===== src/rtl/yprgb_pkg.sv =====
// Shared types and constants for the YUYV pair to RGB shift-add converter.
package yprgb_pkg;

    localparam int BYTE_W   = 8;
    localparam int CHROMA_W = BYTE_W + 1;
    localparam int SUM_W    = BYTE_W + 3;

    localparam logic [CHROMA_W-1:0] CHROMA_OFFSET = CHROMA_W'(128);
    localparam logic [BYTE_W-1:0]   BYTE_MAX      = BYTE_W'(255);

    typedef struct packed {
        logic [BYTE_W-1:0] chan_two;
        logic [BYTE_W-1:0] chan_one;
        logic [BYTE_W-1:0] chan_zero;
    } t_rgb;

endpackage


===== src/rtl/yuyv_pair_to_rgb_shift_add_top.sv =====
// Top level: two-register stream pipeline converting YUYV pairs to two RGB pixels.
//
// Converts one packed 4:2:2 group (Y0, U, Y1, V) per item into two pixels of
// three clamped 8-bit channels each, using shift-add approximations of the
// color matrix. Throughput is one item per clock while the output accepts.
// An item sits in the input register after the edge that accepts it and moves
// to the result register when that register is empty or being read, so output
// valid comes from a register. The two registers form a pipeline that keeps
// accepting while a finished result waits, so input tready drops only when
// both stages hold items. tlast is carried through unchanged. No
// configuration; only the valid flags are reset.
module yuyv_pair_to_rgb_shift_add_top
    import yprgb_pkg::*;
(
    input  logic        i_clk,
    input  logic        i_rst_n,
    input  logic        i_s_axis_tvalid,
    output logic        o_s_axis_tready,
    // [7:0] luma_first, [15:8] chroma_byte_one, [23:16] luma_second,
    // [31:24] chroma_byte_three
    input  logic [31:0] i_s_axis_tdata,
    input  logic        i_s_axis_tlast,
    output logic        o_m_axis_tvalid,
    input  logic        i_m_axis_tready,
    // [7:0] first_chan_zero, [15:8] first_chan_one, [23:16] first_chan_two,
    // [31:24] second_chan_zero, [39:32] second_chan_one, [47:40] second_chan_two
    output logic [47:0] o_m_axis_tdata,
    output logic        o_m_axis_tlast
);

    logic        r_s1_valid;
    logic        n_s1_valid;
    logic [31:0] r_s1_data;
    logic        r_s1_last;
    logic        r_m_valid;
    logic        n_m_valid;
    t_rgb        r_m_first;
    t_rgb        r_m_second;
    logic        r_m_last;

    logic        in_accept;
    logic        m_free;
    logic        s1_move;
    t_rgb        pix_first;
    t_rgb        pix_second;

    assign m_free          = !r_m_valid || i_m_axis_tready;
    assign s1_move         = r_s1_valid && m_free;
    assign o_s_axis_tready = !r_s1_valid || m_free;
    assign in_accept       = i_s_axis_tvalid && o_s_axis_tready;

    always_comb begin
        n_s1_valid = r_s1_valid;
        if (in_accept) begin
            n_s1_valid = 1'b1;
        end else if (s1_move) begin
            n_s1_valid = 1'b0;
        end
        n_m_valid = r_m_valid;
        if (s1_move) begin
            n_m_valid = 1'b1;
        end else if (i_m_axis_tready) begin
            n_m_valid = 1'b0;
        end
    end

    always_ff @(posedge i_clk) begin
        if (!i_rst_n) begin
            r_s1_valid <= 1'b0;
            r_m_valid  <= 1'b0;
        end else begin
            r_s1_valid <= n_s1_valid;
            r_m_valid  <= n_m_valid;
        end
    end

    always_ff @(posedge i_clk) begin
        if (in_accept) begin
            r_s1_data <= i_s_axis_tdata;
            r_s1_last <= i_s_axis_tlast;
        end
        if (s1_move) begin
            r_m_first  <= pix_first;
            r_m_second <= pix_second;
            r_m_last   <= r_s1_last;
        end
    end

    yprgb_pixel u_pix_first (
        .i_luma         (r_s1_data[7:0]),
        .i_chroma_one   (r_s1_data[15:8]),
        .i_chroma_three (r_s1_data[31:24]),
        .o_pix          (pix_first)
    );

    yprgb_pixel u_pix_second (
        .i_luma         (r_s1_data[23:16]),
        .i_chroma_one   (r_s1_data[15:8]),
        .i_chroma_three (r_s1_data[31:24]),
        .o_pix          (pix_second)
    );

    assign o_m_axis_tvalid = r_m_valid;
    assign o_m_axis_tdata  = {r_m_second.chan_two, r_m_second.chan_one, r_m_second.chan_zero,
                              r_m_first.chan_two, r_m_first.chan_one, r_m_first.chan_zero};
    assign o_m_axis_tlast  = r_m_last;

    // stall input only when both stages are occupied
    a_ready_full: assert property (@(posedge i_clk) disable iff (!i_rst_n)
        !o_s_axis_tready |-> (r_s1_valid && r_m_valid))
        else $error("input stalled with a free stage");

    a_accept_fills: assert property (@(posedge i_clk) disable iff (!i_rst_n)
        in_accept |=> r_s1_valid)
        else $error("accepted item not held in input stage");

    a_move_fills: assert property (@(posedge i_clk) disable iff (!i_rst_n)
        s1_move |=> (r_m_valid && (o_m_axis_tlast == $past(r_s1_last))))
        else $error("result register not loaded from input stage");

    a_no_drop: assert property (@(posedge i_clk) disable iff (!i_rst_n)
        (r_s1_valid && !s1_move && !in_accept) |=> (r_s1_valid && $stable(r_s1_data)))
        else $error("waiting item lost from input stage");

endmodule


===== src/rtl/yprgb_pixel.sv =====
// One pixel of the conversion: chroma offset, shift-add channel sums and clamp.
module yprgb_pixel
    import yprgb_pkg::*;
(
    input  logic [BYTE_W-1:0] i_luma,
    input  logic [BYTE_W-1:0] i_chroma_one,
    input  logic [BYTE_W-1:0] i_chroma_three,
    output t_rgb              o_pix
);

    logic signed [CHROMA_W-1:0] p;
    logic signed [CHROMA_W-1:0] q;
    logic signed [SUM_W-1:0]    p_w;
    logic signed [SUM_W-1:0]    q_w;
    logic signed [SUM_W-1:0]    y_w;
    logic signed [SUM_W-1:0]    sum0;
    logic signed [SUM_W-1:0]    sum1;
    logic signed [SUM_W-1:0]    sum2;

    function automatic logic [BYTE_W-1:0] clamp_byte(input logic signed [SUM_W-1:0] c);
        logic [BYTE_W-1:0] r;
        if (c[SUM_W-1]) begin
            r = '0;
        end else if (c > $signed({3'b000, BYTE_MAX})) begin
            r = BYTE_MAX;
        end else begin
            r = c[BYTE_W-1:0];
        end
        return r;
    endfunction

    // remove the chroma offset; the result always fits a 9-bit signed value
    assign p = $signed({1'b0, i_chroma_one} - CHROMA_OFFSET);
    assign q = $signed({1'b0, i_chroma_three} - CHROMA_OFFSET);

    assign p_w = {{(SUM_W-CHROMA_W){p[CHROMA_W-1]}}, p};
    assign q_w = {{(SUM_W-CHROMA_W){q[CHROMA_W-1]}}, q};
    assign y_w = $signed({3'b000, i_luma});

    // arithmetic shifts round toward minus infinity
    assign sum0 = y_w + q_w + (q_w >>> 1) + (q_w >>> 2) + (q_w >>> 6);
    assign sum1 = y_w - ((q_w >>> 2) + (q_w >>> 4) + (q_w >>> 5))
                      - ((p_w >>> 1) + (p_w >>> 3) + (p_w >>> 4) + (p_w >>> 5));
    assign sum2 = y_w + p_w + (p_w >>> 2) + (p_w >>> 3) + (p_w >>> 5);

    assign o_pix.chan_zero = clamp_byte(sum0);
    assign o_pix.chan_one  = clamp_byte(sum1);
    assign o_pix.chan_two  = clamp_byte(sum2);

endmodule


===== config.mk =====
export PLATFORM = sky130hd
export DESIGN_NAME = yuyv_pair_to_rgb_shift_add_top
export DESIGN_NICKNAME = d
export VERILOG_FILES = /design/src/rtl/yprgb_pkg.sv /design/src/rtl/yuyv_pair_to_rgb_shift_add_top.sv /design/src/rtl/yprgb_pixel.sv
export SDC_FILE = /design/constraint.sdc
export NUM_CORES = 1
export LEC_CHECK = 0
export BUFFER_PORTS_ARGS = -buffer_cell sky130_fd_sc_hd__buf_4
export CAP_MARGIN = 30
export CORE_MARGIN = 4
export CORE_UTILIZATION = 50
export DETAILED_ROUTE_END_ITERATION = 6
export HOLD_SLACK_MARGIN = 0.08
export PLACE_DENSITY_LB_ADDON = 0.05
export SLEW_MARGIN = 0
export SYNTH_ARGS = -nofsm -noshare
export SYNTH_HDL_FRONTEND = slang
export SYNTH_HIERARCHICAL = 1
export SYNTH_SLANG_ARGS = --single-unit

===== constraint.sdc =====
create_clock -name i_clk -period 7.7 [get_ports i_clk]
set_input_delay 2.31 -clock i_clk [delete_from_list [all_inputs] [get_ports i_clk]]
set_output_delay 2.31 -clock i_clk [all_outputs]
set_load 0.05 [all_outputs]

==> summary.md <==
| Metric | Value |
|---|---|
| Status | `complete, no violations` |
| Final Hold Vio Count | `0` |
| First-pass GRT wire length | `32000 um` |
| Type of the worst setup path | `flip-flop to flip-flop` |
| Sequential cell area | `2500 sq um` |
| Num ports | `88` |
| DIE AREA | `21300 sq um` |
| CTS Root Cell | `clkbuf_16` |
| EDFF count, synth | `82` |
| Post-Syn Nets | `1134` |
| Final instance area | `10800 sq um` |
| # rows | `50` |
| WL/cell | `15.8 um` |
| Worst skew pair latency | `0.35 ns` |
| DR vias | `6221` |
| Area occupied by multi-input gates | `6240 sq um` |
| WHS Path Cells | `0` |
| Initial antenna violation count | `0` |
| Placeable Area | `18700 sq um` |
| HP Start | `r_s1_last` |
| CTS HTree Levels | `3` |
| Worst setup SP type | `flip-flop` |
| Placer Congestion | `0.835` |
| Asr flop ratio synth | `0%` |
| Global-route usage over all layers | `18.5%` |
| DIE WIDTH | `146 um` |
| Final core occ | `57.8%` |
| Slew Viols, Final | `0` |
| Pwr dens | `313 nW/um^2` |
| Top FF cell, synth | `edfxtp_1` |
| Reg2Reg Depth | `14` |
| Syn Area/Cell | `11.2 sq um` |
| RSZ-0062 raised after global routing | `false` |
| Worst r2r dst | `o_m_axis_tdata[33]` |
| Post-cts sizing count | `0` |
| DR pass1 iterations | `4` |
| Hold Path Class | `flip-flop to flip-flop` |
| Ys Warns | `6` |
| Pin count of the biggest net entering global routing | `50` |
| VDD IR max | `0.000198 V` |
| Fill count | `1590` |
| Slew HR | `45.8%` |
| FF+latch count, synth | `84` |
| Top cells by area, synth | `fa_1, edfxtp_1, ha_1, inv_1, a21oi_1` |
| TritonCTS clock tree | `built` |
| Area Overhead vs Synth | `13.6%` |
| Final ANT Viol Nets | `0` |
| Dpl cell area | `10500 sq um` |
| I/O Buffers | `87` |
| Reg-to-Reg Start | `r_s1_data[13]` |
| Via density | `5.21` |
| Leading area contributor after synthesis | `fa_1` |
| Period utilization | `72.1%` |
| Congestion Overflow GR | `0` |
| Yosys cell types | `63` |
| Overall power | `3.38 mW` |
| Count leader, synth | `inv_1` |
| DRT iter0 DRCs | `193` |
| Leakage power | `5.19 nW` |
| Sequential cell area fraction in the yosys report | `26.3%` |
| Detailed placer's ending HPWL | `15600 um` |
| Mapped Cells | `853` |
| Die H | `146 um` |
| Drt total wl | `18900 um` |
| Clock Sinks | `84` |
| Post-CTS Setup Bufs | `0` |
| Slew @ Worst Pin | `0.813 ns` |
| Max Cap Viol | `0` |
| WHS Endpoint | `o_m_axis_tlast` |
| Final #Nets | `1236` |
| Max FO, Critical Path | `11` |
| Crit. End Element | `flip-flop` |
| Bufs on Longest Clock Path | `2` |
| DRC viols | `0` |
| Max Freq | `180 MHz` |
| Required @ worst endpoint | `7.78 ns` |
| Starting density of the core | `50.9%` |
| Layout cells sized above 1 | `13.8%` |
| Tmin final | `5.55 ns` |
| Worst R2R Setup Slack | `2.15 ns` |
| Share of Yosys cell area claimed by the top area cell type | `27.8%` |
| Commonest cells in the netlist | `inv_1, fa_1, ha_1, edfxtp_1, a21oi_1` |
| Worst-path clk slew | `0.06 ns` |
| Inserted Clock Buffers | `9` |
| Final Setup Violations | `0` |
| Vias in the first global route | `6596` |
| Worst Path Arrival | `5.62 ns` |
| Synthesized area | `9520 sq um` |
| Final Skew | `0.00881 ns` |
| Cts hold-fix bufs | `0` |
| N_diodes | `0` |
| Total Neg Setup Slack | `0 ns` |
registers in the layout, indices dropped and copies added, names as in the netlist:
name and flops:
o_m_axis_tdata 48, o_m_axis_tlast 1, o_m_axis_tvalid 1, r_s1_data 32, r_s1_last 1, r_s1_valid 1
cell type report:
| type | instances | share of cell area (%) |
|---|---|---|
| multi-input cells | 558 | 57.7 |
| flip-flops and latches | 84 | 23.2 |
| inverters | 211 | 7.33 |
| repair buffers | 91 | 6.44 |
| well taps | 234 | 2.71 |
| clock buffers | 11 | 2.15 |
| clock inverters | 5 | 0.486 |
worst max-delay path: stages, from the launching register on:
cell and delay [ns]:
edfxtp_1 0.69, inv_1 0.29, fa_1 0.60, inv_1 0.05, fa_1 0.47, fa_1 0.53
fa_1 0.43, fa_1 0.42, fa_1 0.41, nor2b_1 0.18, o31a_1 0.18, o32a_1 0.25
nand3_1 0.11, o211ai_1 0.50, a21oi_1 0.16
per-stage QoR:
| step | cells | setup WS [ns] | hold WS (ns) |
|---|---|---|---|
| after floorplan | 853 | 2.36 | 0.400 |
| after global placement | 1177 | 2.39 | 0.418 |
| after detailed placement | 1178 | 2.10 | 0.421 |
| after CTS | 1194 | 2.11 | 0.435 |
| after global routing | 1194 | 1.81 | 0.440 |
| final | 1194 | 2.15 | 0.429 |
metal layers:
| layer | routed length (um) | GRT usage, % | vias to the layer above | part of all wire (%) |
|---|---|---|---|---|
| li1 | - | - | 3020 | - |
| met1 | 8680 | 25.0 | 3067 | 46 |
| met2 | 9230 | 31.3 | 121 | 49 |
| met3 | 801 | 3.43 | 13 | 4.2 |
| met4 | 195 | 4.23 | 0 | 1.0 |
| met5 | 0 | 0 | - | 0 |
cell usage in the layout (no fill, tap or decap), drive strengths merged, types with 4 or more instances in the layout:
cell,count
a211o,6
inv,211
edfxtp,82
o21a,28
nand2,10
xor2,22
fa,132
nand3,7
nand2b,4
xnor2,27
o21ai,27
a21o,14
ha,112
o211ai,5
a21boi,4
buf,91
o31a,10
nor3,5
a211oi,7
a21oi,53
nor2b,7
nor2,38
clkbuf,11
cells by family after synthesis:
family / synth area share, %
simple gates: 4.79
buf+inv: 8.32
mux: 0.118
fa+ha+maj: 42.5
flops: 26.3
xor+xnor: 5.02
compound gates: 13.0
power breakdown:
part	internal, mW	total [mW]	switching (mW)
combinational	0.978	2.32	1.34
clock	0.249	0.423	0.173
sequential	0.607	0.642	0.0353
total	1.83	3.38	1.55
worst max-delay path by stage:
stage                   from                 end  slack (ns)  cells past startpoint
2_1_floorplan  r_s1_data[15]  o_m_axis_tdata[34]        2.36                     16
3_3_place_gp   r_s1_data[13]  o_m_axis_tdata[32]        2.39                     14
3_5_place_dp   r_s1_data[13]  o_m_axis_tdata[33]        2.10                     14
4_1_cts        r_s1_data[13]  o_m_axis_tdata[33]        2.11                     14
5_1_grt        r_s1_data[13]  o_m_axis_tdata[33]        1.81                     14
6_report       r_s1_data[13]  o_m_axis_tdata[33]        2.15                     14
Power figures use the tool's default switching activity.
